$ cat src/hdl/mbe_pkg.sv
// Package for the Mandelbrot escape-time block: payload structs, sequencer
// states, register indexes, reset values and the saturation helper.
// No dependencies.
`timescale 1ns / 1ps
package mbe_pkg;

  localparam int DEF_FRAC_BITS = 28;
  localparam int DEF_ITER_BITS = 16;

  localparam int DATA_W     = 32;
  localparam int PROD_W     = 64;
  localparam int COUNT_W    = 16;
  localparam int BAIL_W     = 31;
  localparam int CFG_IDX_W  = 1;
  localparam int CFG_DATA_W = 31;

  localparam logic [CFG_IDX_W-1:0] CFG_BAILOUT = 1'b0;
  localparam logic [CFG_IDX_W-1:0] CFG_MAXITER = 1'b1;

  localparam logic [BAIL_W-1:0]  BAILOUT_RST = 31'h4000_0000;
  localparam logic [COUNT_W-1:0] MAXITER_RST = 16'd255;

  localparam logic signed [PROD_W-1:0] MAG_MAX = 64'sh0000_0000_7FFF_FFFF;
  localparam logic signed [PROD_W-1:0] S32_MAX = 64'sh0000_0000_7FFF_FFFF;
  localparam logic signed [PROD_W-1:0] S32_MIN = -64'sh0000_0000_8000_0000;

  typedef struct packed {
    logic signed [DATA_W-1:0] z_re;
    logic signed [DATA_W-1:0] z_im;
    logic signed [DATA_W-1:0] c_re;
    logic signed [DATA_W-1:0] c_im;
  } in_item_t;

  typedef struct packed {
    logic [COUNT_W-1:0] iteration_count;
    logic               escaped;
  } out_item_t;

  typedef enum logic [2:0] {
    S_IDLE,
    S_XX,
    S_YY,
    S_XY,
    S_UPD,
    S_FIN
  } mbe_state_t;

  function automatic logic signed [DATA_W-1:0] sat32(input logic signed [PROD_W-1:0] v);
    logic signed [DATA_W-1:0] r;
    if (v > S32_MAX) begin
      r = S32_MAX[DATA_W-1:0];
    end else if (v < S32_MIN) begin
      r = S32_MIN[DATA_W-1:0];
    end else begin
      r = v[DATA_W-1:0];
    end
    return r;
  endfunction

endpackage

$ cat src/hdl/mbe_cfg.sv
// Configuration registers of the Mandelbrot escape-time block: bailout
// threshold and iteration limit. Depends on mbe_pkg.
`timescale 1ns / 1ps
module mbe_cfg
  import mbe_pkg::*;
#(
  parameter int ITER_BITS = DEF_ITER_BITS
) (
  input  logic                  clk,
  input  logic                  rst_n,
  input  logic                  cfg_we,
  input  logic [CFG_IDX_W-1:0]  cfg_index,
  input  logic [CFG_DATA_W-1:0] cfg_wdata,
  output logic [BAIL_W-1:0]     bailout,
  output logic [ITER_BITS-1:0]  limit
);

  logic [BAIL_W-1:0]    bail_r, bail_nxt;
  logic [ITER_BITS-1:0] lim_r, lim_nxt;

  always_comb begin
    bail_nxt = bail_r;
    lim_nxt  = lim_r;
    if (cfg_we) begin
      case (cfg_index)
        CFG_BAILOUT: bail_nxt = cfg_wdata[BAIL_W-1:0];
        CFG_MAXITER: lim_nxt  = ITER_BITS'(cfg_wdata[COUNT_W-1:0]);
        default: ;
      endcase
    end
  end

  always_ff @(posedge clk) begin
    if (!rst_n) begin
      bail_r <= BAILOUT_RST;
      lim_r  <= ITER_BITS'(MAXITER_RST);
    end else begin
      bail_r <= bail_nxt;
      lim_r  <= lim_nxt;
    end
  end

  assign bailout = bail_r;
  assign limit   = lim_r;

endmodule

$ cat src/hdl/mbe_mul.sv
// Shared signed 32x32 multiplier with a registered product and a
// floor-rounding shift back to the fixed-point scale. Depends on mbe_pkg.
`timescale 1ns / 1ps
module mbe_mul
  import mbe_pkg::*;
#(
  parameter int FRAC_BITS = DEF_FRAC_BITS
) (
  input  logic                     clk,
  input  logic signed [DATA_W-1:0] a,
  input  logic signed [DATA_W-1:0] b,
  input  logic                     half,
  output logic signed [PROD_W-1:0] q
);

  logic signed [PROD_W-1:0] p_r;
  logic                     half_r;

  always_ff @(posedge clk) begin
    p_r    <= PROD_W'(a) * PROD_W'(b);
    half_r <= half;
  end

  assign q = half_r ? (p_r >>> (FRAC_BITS - 1)) : (p_r >>> FRAC_BITS);

endmodule

$ cat src/hdl/mbe_core.sv
// Iteration sequencer and datapath of the Mandelbrot escape-time block.
// Uses one mbe_mul for all squares and cross products. Depends on mbe_pkg.
`timescale 1ns / 1ps
module mbe_core
  import mbe_pkg::*;
#(
  parameter int FRAC_BITS = DEF_FRAC_BITS,
  parameter int ITER_BITS = DEF_ITER_BITS
) (
  input  logic                 clk,
  input  logic                 rst_n,
  input  logic                 in_valid,
  input  in_item_t             in_data,
  output logic                 busy,
  input  logic [BAIL_W-1:0]    bailout,
  input  logic [ITER_BITS-1:0] limit,
  output logic                 res_valid,
  output out_item_t            res_data,
  input  logic                 res_take
);

  mbe_state_t state_r, state_nxt;

  logic signed [DATA_W-1:0] x_r, x_nxt, y_r, y_nxt;
  logic signed [DATA_W-1:0] cre_r, cre_nxt, cim_r, cim_nxt;
  logic signed [PROD_W-1:0] xx_r, xx_nxt, yy_r, yy_nxt;
  logic [ITER_BITS-1:0]     cnt_r, cnt_nxt;
  logic                     first_r, first_nxt;
  out_item_t                res_r, res_nxt;

  logic signed [DATA_W-1:0] mul_a, mul_b;
  logic                     mul_half;
  logic signed [PROD_W-1:0] q;
  logic signed [PROD_W-1:0] mag, re_sum, im_sum;
  logic                     over, esc, accept;

  mbe_mul #(.FRAC_BITS(FRAC_BITS)) u_mul (
    .clk  (clk),
    .a    (mul_a),
    .b    (mul_b),
    .half (mul_half),
    .q    (q)
  );

  assign accept = (state_r == S_IDLE) && in_valid;
  assign mag    = xx_r + q;
  assign over   = mag > MAG_MAX;
  assign esc    = !first_r && (over || (mag[BAIL_W-1:0] >= bailout));
  assign re_sum = xx_r - yy_r + PROD_W'(cre_r);
  assign im_sum = q + PROD_W'(cim_r);

  always_comb begin
    state_nxt = state_r;
    x_nxt     = x_r;
    y_nxt     = y_r;
    cre_nxt   = cre_r;
    cim_nxt   = cim_r;
    xx_nxt    = xx_r;
    yy_nxt    = yy_r;
    cnt_nxt   = cnt_r;
    first_nxt = first_r;
    res_nxt   = res_r;
    mul_a     = x_r;
    mul_b     = x_r;
    mul_half  = 1'b0;
    case (state_r)
      S_IDLE: begin
        if (in_valid) begin
          x_nxt     = in_data.z_re;
          y_nxt     = in_data.z_im;
          cre_nxt   = in_data.c_re;
          cim_nxt   = in_data.c_im;
          cnt_nxt   = '0;
          first_nxt = 1'b1;
          state_nxt = S_XX;
        end
      end
      S_XX: begin
        state_nxt = S_YY;
      end
      S_YY: begin
        xx_nxt    = q;
        mul_a     = y_r;
        mul_b     = y_r;
        state_nxt = S_XY;
      end
      S_XY: begin
        yy_nxt = q;
        if (esc) begin
          res_nxt.iteration_count = COUNT_W'(cnt_r);
          res_nxt.escaped         = 1'b1;
          state_nxt               = S_FIN;
        end else begin
          mul_b     = y_r;
          mul_half  = 1'b1;
          state_nxt = S_UPD;
        end
      end
      S_UPD: begin
        x_nxt = sat32(re_sum);
        y_nxt = sat32(im_sum);
        if (cnt_r == limit) begin
          res_nxt.iteration_count = '0;
          res_nxt.escaped         = 1'b0;
          state_nxt               = S_FIN;
        end else begin
          cnt_nxt   = cnt_r + 1'b1;
          first_nxt = 1'b0;
          state_nxt = S_XX;
        end
      end
      S_FIN: begin
        if (res_take) begin
          state_nxt = S_IDLE;
        end
      end
      default: state_nxt = S_IDLE;
    endcase
  end

  always_ff @(posedge clk) begin
    if (!rst_n) begin
      state_r <= S_IDLE;
    end else begin
      state_r <= state_nxt;
    end
  end

  always_ff @(posedge clk) begin
    x_r     <= x_nxt;
    y_r     <= y_nxt;
    cre_r   <= cre_nxt;
    cim_r   <= cim_nxt;
    xx_r    <= xx_nxt;
    yy_r    <= yy_nxt;
    cnt_r   <= cnt_nxt;
    first_r <= first_nxt;
    res_r   <= res_nxt;
  end

  assign busy      = (state_r != S_IDLE);
  assign res_valid = (state_r == S_FIN);
  assign res_data  = res_r;

  a_start: assert property (@(posedge clk) disable iff (!rst_n)
    accept |=> (state_r == S_XX))
    else $error("sequencer did not start after an input transfer");

  a_cnt_limit: assert property (@(posedge clk) disable iff (!rst_n)
    (state_r != S_IDLE) && (state_r != S_XX) |-> (cnt_r <= limit))
    else $error("step counter ran past the iteration limit");

  a_upd_next: assert property (@(posedge clk) disable iff (!rst_n)
    (state_r == S_UPD) |=> (state_r == S_XX) || (state_r == S_FIN))
    else $error("update step not followed by a new square or a result");

  a_bounded_zero: assert property (@(posedge clk) disable iff (!rst_n)
    res_valid && !res_data.escaped |-> (res_data.iteration_count == '0))
    else $error("bounded result carries a nonzero count");

endmodule

$ cat src/hdl/mandelbrot_escape_time.sv
// Top level of the Mandelbrot escape-time block: configuration registers,
// iteration core and output register. Depends on mbe_pkg, mbe_cfg, mbe_core.
//
// One input transfer carries z0 and c in signed Q4.28; one result transfer
// carries the escape count and the escaped flag. A transfer happens on a
// rising edge where valid is high and stall is low. Each iteration steps
// through x*x, y*y, x*y and update on the single shared multiplier.
// The next point is taken once the core has handed its result to the
// output register. While the receiver stalls, the result waits in the
// output register and the core holds the following result until the
// register frees up. Reset sets the bailout threshold to 4.0 and the
// limit to 255 and drops any point in progress. Configuration writes
// belong to idle time.
`timescale 1ns / 1ps
module mandelbrot_escape_time
  import mbe_pkg::*;
#(
  parameter int FRAC_BITS = DEF_FRAC_BITS,
  parameter int ITER_BITS = DEF_ITER_BITS
) (
  input  logic                  clk,
  input  logic                  rst_n,
  input  logic                  in_valid,
  output logic                  in_stall,
  input  in_item_t              in_data,
  output logic                  out_valid,
  input  logic                  out_stall,
  output out_item_t             out_data,
  input  logic                  cfg_we,
  input  logic [CFG_IDX_W-1:0]  cfg_index,
  input  logic [CFG_DATA_W-1:0] cfg_wdata
);

  logic [BAIL_W-1:0]    bailout;
  logic [ITER_BITS-1:0] limit;
  logic                 busy, res_valid, res_take;
  out_item_t            res_data;

  logic      out_valid_r, out_valid_nxt;
  out_item_t out_data_r, out_data_nxt;

  mbe_cfg #(.ITER_BITS(ITER_BITS)) u_cfg (
    .clk       (clk),
    .rst_n     (rst_n),
    .cfg_we    (cfg_we),
    .cfg_index (cfg_index),
    .cfg_wdata (cfg_wdata),
    .bailout   (bailout),
    .limit     (limit)
  );

  mbe_core #(.FRAC_BITS(FRAC_BITS), .ITER_BITS(ITER_BITS)) u_core (
    .clk       (clk),
    .rst_n     (rst_n),
    .in_valid  (in_valid),
    .in_data   (in_data),
    .busy      (busy),
    .bailout   (bailout),
    .limit     (limit),
    .res_valid (res_valid),
    .res_data  (res_data),
    .res_take  (res_take)
  );

  assign res_take = res_valid && (!out_valid_r || !out_stall);

  always_comb begin
    out_valid_nxt = out_valid_r;
    out_data_nxt  = out_data_r;
    if (res_take) begin
      out_valid_nxt = 1'b1;
      out_data_nxt  = res_data;
    end else if (!out_stall) begin
      out_valid_nxt = 1'b0;
    end
  end

  always_ff @(posedge clk) begin
    if (!rst_n) begin
      out_valid_r <= 1'b0;
    end else begin
      out_valid_r <= out_valid_nxt;
    end
  end

  always_ff @(posedge clk) begin
    out_data_r <= out_data_nxt;
  end

  assign in_stall  = busy;
  assign out_valid = out_valid_r;
  assign out_data  = out_data_r;

endmodule
$ cat config.mk
export PLATFORM = sky130hd
export DESIGN_NAME = mandelbrot_escape_time
export DESIGN_NICKNAME = d
export VERILOG_FILES = /design/src/hdl/mbe_pkg.sv /design/src/hdl/mbe_cfg.sv /design/src/hdl/mbe_mul.sv /design/src/hdl/mbe_core.sv /design/src/hdl/mandelbrot_escape_time.sv
export SDC_FILE = /design/constraint.sdc
export NUM_CORES = 2
export LEC_CHECK = 0
export BUFFER_PORTS_ARGS = -buffer_cell sky130_fd_sc_hd__buf_2
export CORE_ASPECT_RATIO = 1.4
export CORE_MARGIN = 2
export CORE_UTILIZATION = 55
export DETAILED_ROUTE_END_ITERATION = 7
export MAX_ROUTING_LAYER = met4
export PLACE_DENSITY = 0.86
export SLEW_MARGIN = 20
export SYNTH_ARGS = -nofsm -noshare
export SYNTH_HDL_FRONTEND = slang
export SYNTH_SLANG_ARGS = --single-unit
export TNS_END_PERCENT = 20
$ cat constraint.sdc
create_clock -name clk -period 14 [get_ports clk]
set_clock_uncertainty 0.05 [all_clocks]
set_input_delay 0.7 -clock clk [delete_from_list [all_inputs] [get_ports clk]]
set_output_delay 0.7 -clock clk [all_outputs]
set_load 0.01 [all_outputs]
# After elaboration in Yosys (flattened, before gate mapping)
# Cells that the tools add are included.
op_classes:
  n_addsub: 5
  n_mul: 1
  magnitude_cmp: 6
  eq_ne: 12
  n_mux: 29
  n_bitwise: 1
  reduce_logical: 18
op_table:
  columns: ["operator", "count"]
  rows:
  - ["$mux 32", 8]
  - ["$gt 64x32->1 const B", 3]
  - ["$pmux 32 s2", 3]
  - ["$lt 64x32->1 const B", 2]
  - ["$add 64x32->64", 1]
  - ["$mul 32x32->64", 1]
  - ["$add 37x32->38", 1]
  - ["$add 37x37->38", 1]
  - ["$sub 37x37->38", 1]
  - ["$mux 36", 1]
  - ["$mux 17", 2]
  - ["$pmux 17 s2", 1]
  - ["$mux 16", 2]
  - ["$pmux 16 s2", 1]
  - ["$ge 31x31->1", 1]
  - ["$pmux 3 s6", 1]
  - ["$add 16x1->16 const B", 1]
  - ["$eq 16x16->1", 1]
  - ["$reduce_and 2->1", 5]
  - ["$mux 3", 3]
  - ["$ne 2x1->1 const B", 4]
  - ["$eq 3x2->1 const B", 2]
  - ["$eq 3x3->1 const B", 2]
  - ["$mux 1", 6]
  - ["11 further kinds", 18]
totals:
  regBits: 369
  in_bits: 165
  output_inout_bits: 19
  elab_cells: 90

# Depth between registers and ports, before layout
logic_depth:
  word_depth: 8
  depth_mapped: 60
  mapped_depth_nobuf: 55

# Cells and area by module
# Synthesis repeated with hierarchy kept, for this count alone.
unflattened:
  cells_unflattened: 7099
  hier_area_um2: 65843.1
by_module_without_submodules:
  columns: ["mod", "n_inst", "cells_each", "area_per_inst_um2", "seq_area_each_um2"]
  rows:
  - ["mbe_mul", 1, 3860, 36825.3, 760.7]
  - ["mbe_core", 1, 3019, 26596.8, 8768.4]
  - ["mbe_cfg", 1, 199, 1871.8, 940.9]
  - ["mandelbrot_escape_time", 1, 21, 549.3, 530.5]

# Least setup slack after synthesis
# No wires, ideal clock.
synth_path:
  path_kind: "register to register"
  from: "register u_core.u_mul.half_r"
  to: "register u_core.u_mul.p_r[61]"
  setup_ns: 0.119
  arrival_time_ns: 13.667
  required_time_ns: 13.831
  setup_slack_ns: 0.165
  path_stages_with_launch: 54
  n_path_buf: 6
  period_less_slack_ns: 13.835
  path_cell_list: "dfxtp_1 -> clkbuf_1 -> clkbuf_1 -> mux2_2 -> ha_1 -> fa_1 -> a211oi_1 -> nor4_1 -> or2_2 -> or2_2 -> a21oi_1 -> o21bai_1 -> a21o_1 -> a21oi_1 -> xnor2_1 -> ha_1 -> nand2_1 -> nor2_1 -> [18 not listed] -> fa_1 -> inv_1 -> fa_1 -> inv_1 -> fa_1 -> inv_1 -> fa_1 -> inv_1 -> fa_1 -> ha_1 -> clkbuf_1 -> nand2_1 -> nor4_1 -> inv_1 -> or4b_2 -> o21ai_0 -> a21oi_1 -> xnor2_1"
synth_via:
  elab_chain_len: 8
  elab_cells_between_ends: 9
  cone_classes: "add/sub: 1; mul: 1; order compare: 2; mux: 3; reduce/logical: 2"
synth_lines:
  columns: ["item", "line", "rtl"]
  rows:
  - ["start: declaration", "mbe_mul.sv:17", "logic half_r;"]
  - ["start signal: assignment", "mbe_mul.sv:21", "half_r <= half;"]
  - ["$mux 36 *", "mbe_mul.sv:24", "assign q = half_r ? (p_r >>> (FRAC_BITS - 1)) : (p_r >>> FRAC_BITS);"]
  - ["via u_core.q[0]", "mbe_core.sv:33", "logic signed [PROD_W-1:0] q;"]
  - ["$add 37x37->38 *", "mbe_core.sv:46", "assign mag = xx_r + q;"]
  - ["$gt 64x32->1 / $ge 31x31->1 (equally long branches)", "mbe_core.sv:47, mbe_core.sv:48", null]
  - ["$logic_or 1x1->1 *", "mbe_core.sv:48", "assign esc = !first_r && (over || (mag[BAIL_W-1:0] >= bailout));"]
  - ["$logic_and 1x1->1 *", "mbe_core.sv:48", null]
  - ["$mux 32 *", "mbe_core.sv:89", "if (esc) begin"]
  - ["$pmux 32 s2 *", "mbe_core.sv:66", "case (state_r)"]
  - ["$mul 32x32->64 *", "mbe_mul.sv:20", "p_r <= PROD_W'(a) * PROD_W'(b);"]
  - ["end signal: assignment", "mbe_mul.sv:20", null]
  - ["end: declaration", "mbe_mul.sv:16", "logic signed [PROD_W-1:0] p_r;"]
# Mark *: on every way through the listed nets, which the timed path passes. The rest lies on a longest branch.
# A chain may end at the register's enable or synchronous reset.

# Final worst setup path
layout_path:
  from: "register u_core.u_mul.half_r"
  to: "register u_core.u_mul.p_r[63]"
# The elaborated chain is that of the path after synthesis.

==> impl_metrics.prom <==
# TYPE chip_impl_metric gauge
chip_impl_metric{name="synth_sequential_area_ratio",unit="%"} 16.49
chip_impl_metric{name="dieArea",unit="sq um"} 106000
chip_impl_metric{name="synthesis.yosys.warnings",unit=""} 0
chip_impl_metric{name="floorplan.initialDensity",unit="%"} 55.42
chip_impl_metric{name="timing.critical_path.fanout_max",unit=""} 16
chip_impl_metric{name="global_route.overflow_total",unit=""} 0
chip_impl_metric{name="grt_max_degree",unit=""} 65
chip_impl_info{name="synth_top_family_by_area",value="adder cells"} 1
chip_impl_metric{name="synth_cell_types",unit=""} 98
chip_impl_metric{name="clock_tree.htree_level_count",unit=""} 1
chip_impl_metric{name="numPortBuffers",unit=""} 183
chip_impl_metric{name="rrSetupSlack",unit="ps"} 370
chip_impl_metric{name="synth_fa_ha_area_share",unit="%"} 46.14
chip_impl_metric{name="drc",unit=""} 1
chip_impl_info{name="worstHoldPathType",value="in -> reg"} 1
chip_impl_info{name="cpMostUsedCell",value="fa_1"} 1
chip_impl_metric{name="drv_cap",unit=""} 0
chip_impl_metric{name="portion_of_netlist_area_occupied_by_mux_cells",unit="%"} 2.953
chip_impl_info{name="worstSetupPathType",value="reg -> reg"} 1
chip_impl_metric{name="gr-usage-met1",unit="%"} 43.60
chip_impl_metric{name="worstPathArrival",unit="ps"} 14050
chip_impl_info{name="tritoncts_clock_tree",value="built"} 1
chip_impl_metric{name="max-slew-margin-rel",unit="%"} 21.70
chip_impl_metric{name="critical-path-max-stage-delay",unit="ps"} 650
chip_impl_metric{name="clk_pin_slew",unit="ps"} 70
chip_impl_metric{name="tightestPinTransition",unit="ps"} 1175
chip_impl_metric{name="holdBufCountCts",unit=""} 0
chip_impl_metric{name="postSynthNetCount",unit=""} 7648
chip_impl_metric{name="final-setup-viol-count",unit=""} 0
chip_impl_metric{name="grt_first_pass_wirelength",unit="um"} 284300
chip_impl_info{name="grt_busiest_layer",value="met2"} 1
chip_impl_metric{name="drt_first_pass_iters",unit=""} 7
chip_impl_metric{name="postRouteWirelength",unit="um"} 185500
chip_impl_info{name="critical-path-slowest-cell",value="fa_1"} 1
chip_impl_metric{name="cts_inserted_buffers",unit=""} 30
chip_impl_metric{name="routed_via_count",unit=""} 46080
chip_impl_metric{name="post_dp_hpwl",unit="um"} 153200
chip_impl_metric{name="ys_seq_elements",unit=""} 342
chip_impl_metric{name="syn_inst",unit=""} 6037
chip_impl_metric{name="async_reset_ff_share",unit="%"} 0
chip_impl_metric{name="insertedDiodeCount",unit=""} 0
chip_impl_metric{name="wire_per_inst",unit="um"} 23.97
chip_impl_metric{name="antenna_found_initial",unit=""} 0
chip_impl_metric{name="synth_xor_xnor_area_share",unit="%"} 2.896
chip_impl_metric{name="die_width",unit="um"} 275.7
chip_impl_metric{name="postSynthAreaPerCell",unit="sq um"} 9.419
chip_impl_info{name="cell_class_contributing_the_biggest_share_of_worst_path_delay",value="adder cells"} 1
chip_impl_metric{name="groute.layer.met2.usage",unit="%"} 58.80
chip_impl_info{name="mostFrequentLayoutCell",value="inv_1"} 1
chip_impl_metric{name="cts.sinks",unit=""} 342
chip_impl_info{name="status",value="finished with violations"} 1
chip_impl_metric{name="fin_crit_sh",unit="%"} 97.32
chip_impl_metric{name="layout_min_cycle_time",unit="ps"} 13630
chip_impl_metric{name="fp-row-count",unit=""} 139
chip_impl_metric{name="cts_max_path_buffers",unit=""} 3
chip_impl_metric{name="ioPinCount",unit=""} 184
chip_impl_metric{name="route.antenna.remaining_nets",unit=""} 0
chip_impl_metric{name="grt_pass1_vias",unit=""} 48700
chip_impl_metric{name="floorplan.core_area",unit="sq um"} 102600
chip_impl_info{name="most-common-layout-cells",value="inv_1, fa_1, nand2_1, nor2_1, ha_1"} 1
chip_impl_metric{name="grtUsageTotal",unit="%"} 36.83
chip_impl_metric{name="path_depth",unit=""} 56
chip_impl_metric{name="vias_cell",unit=""} 5.952
chip_impl_metric{name="insertion_delay",unit="ps"} 590
chip_impl_metric{name="post_synth_instance_area",unit="sq um"} 56860
chip_impl_metric{name="number_of_instances_on_the_worst_hold_path",unit=""} 1
chip_impl_metric{name="drt_first_iter_violations",unit=""} 3989
chip_impl_metric{name="post_route_cells_drive_above_1_share",unit="%"} 12.57
chip_impl_metric{name="rr_worst_depth",unit=""} 56
chip_impl_metric{name="groute.layer.met3.usage",unit="%"} 5.226
chip_impl_info{name="clock_tree.root_cell",value="clkbuf_16"} 1
chip_impl_metric{name="filler_cell_count",unit=""} 8313
chip_impl_metric{name="slew_violations",unit=""} 0
chip_impl_metric{name="synth_enable_flop_cells",unit=""} 253
chip_impl_metric{name="max_clock_freq",unit="GHz"} 0.07339
chip_impl_metric{name="worstPathBufferInverterCount",unit=""} 12
chip_impl_metric{name="design.final.nets",unit=""} 7989
chip_impl_info{name="worst_setup_path_start_kind",value="flop"} 1
chip_impl_metric{name="setup_tns",unit="ps"} 0
chip_impl_metric{name="routabilityCongestion",unit=""} 1.059
chip_impl_metric{name="syn2layout_area_growth",unit="%"} 11.07
chip_impl_metric{name="synth_simple_gate_area_share",unit="%"} 13.14
chip_impl_metric{name="fp.dieH",unit="um"} 384.4
chip_impl_info{name="end_kind",value="flop"} 1
chip_impl_info{name="violated_checks",value="DRC"} 1
chip_impl_metric{name="synth-compound-area-share",unit="%"} 9.297
chip_impl_metric{name="finalHoldViolations",unit=""} 0
chip_impl_metric{name="required",unit="ps"} 14430
chip_impl_info{name="synth_top_flop_cell",value="edfxtp_1"} 1
[synth_stat cells, types with 29 or more instances]
library cell | n | share of area, %
edfxtp_1 | 253 | 13
a21o_1 | 105 | 1.4
nor3_1 | 37 | 0.33
o21bai_1 | 31 | 0.41
nor2_1 | 686 | 4.5
o21ai_0 | 120 | 1.1
inv_1 | 1125 | 7.4
nor2b_1 | 31 | 0.34
mux2i_1 | 62 | 1.1
nand2_1 | 751 | 5.0
nand4_1 | 37 | 0.41
nand3_1 | 45 | 0.40
nand2b_1 | 36 | 0.40
xnor2_1 | 135 | 2.1
xor2_1 | 53 | 0.82
ha_1 | 361 | 7.9
buf_2 | 45 | 0.40
a21oi_1 | 223 | 2.0
a221o_1 | 35 | 0.62
mux2_2 | 86 | 1.7
a21boi_0 | 50 | 0.66
a22oi_1 | 29 | 0.38
fa_1 | 1085 | 38
dfxtp_1 | 89 | 3.1
clkbuf_1 | 166 | 1.1
and2_1 | 33 | 0.36
o21a_1 | 32 | 0.42
[timing repair]
action | CTS | global route
gates cloned | 0 | 2
gates resized for setup | 10 | 91
pin swaps | 0 | 28
setup endpoints to repair | 27 | 31
buffers inserted | 1 | 29
[cell type report]
cell class              instances  area [sq um]  area share (%)
repair buffers                534          3956           6.264
multi-input cells            4344         42820           67.80
flip-flops and latches        342          9383           14.86
clock inverters                21         309.0          0.4893
well taps                    1339          1675           2.653
clock buffers                  35         779.5           1.234
inverters                    1126          4232           6.700
[sequential cells by signal (all words and copies together), names as in the netlist, 3 cells and up]
signal / count
u_core.yy_r: 37
out_data: 17
u_core.x_r: 32
u_core.state_r: 3
u_core.y_r: 32
u_core.res_data: 17
u_cfg.bailout: 31
u_core.u_mul.p_r: 37
u_core.cim_r: 32
u_core.xx_r: 37
u_core.cre_r: 32
u_cfg.limit: 16
u_core.cnt_r: 16
[logic make-up (layout without fill, tap and decap cells)]
family	Yosys count	in the layout
XOR/XNOR	188	188
buffers and inverters	1351	1716
multiplexers	156	156
AND/OR/NAND/NOR	1770	1770
AO/OA/AOI/OAI	784	784
flip-flops	342	342
adder cells (fa/ha/maj)	1446	1446
[stage by stage]
stage	setup slack, ps	area [sq um]	std cells	hold WS [ps]	util [%]
finish	374.6	63160	7741	224.8	61.55
global route	-50.35	63160	7741	217.8	61.55
CTS	13.99	62520	7711	210.6	60.93
detailed placement	-317.6	61380	7654	354.5	59.82
global placement	-67.70	61380	7654	352.3	59.82
floorplan	164.7	56860	6037	350.3	-
[per-layer routing]
| metal | part of all wire [%] | vias to the layer above |
|---|---|---|
| met1 | 35 | 22900 |
| met2 | 47 | 2694 |
| met3 | 9.1 | 772 |
| met5 | 0 | - |
| li1 | - | 19720 |
| met4 | 9.0 | 0 |
[worst paths after layout]
check | startpoint | to
worst max-delay path | u_core.u_mul.half_r | u_core.u_mul.p_r[63]
worst min-delay path | in_data[33] | u_core.cre_r[1]
worst max register to register | u_core.u_mul.half_r | u_core.u_mul.p_r[63]
worst min register to register | u_core.res_data[10] | out_data[10]
Power is left out: the tool's default activity adds up to more than one toggle a clock period on the data nets, which glitch-free logic cannot reach.
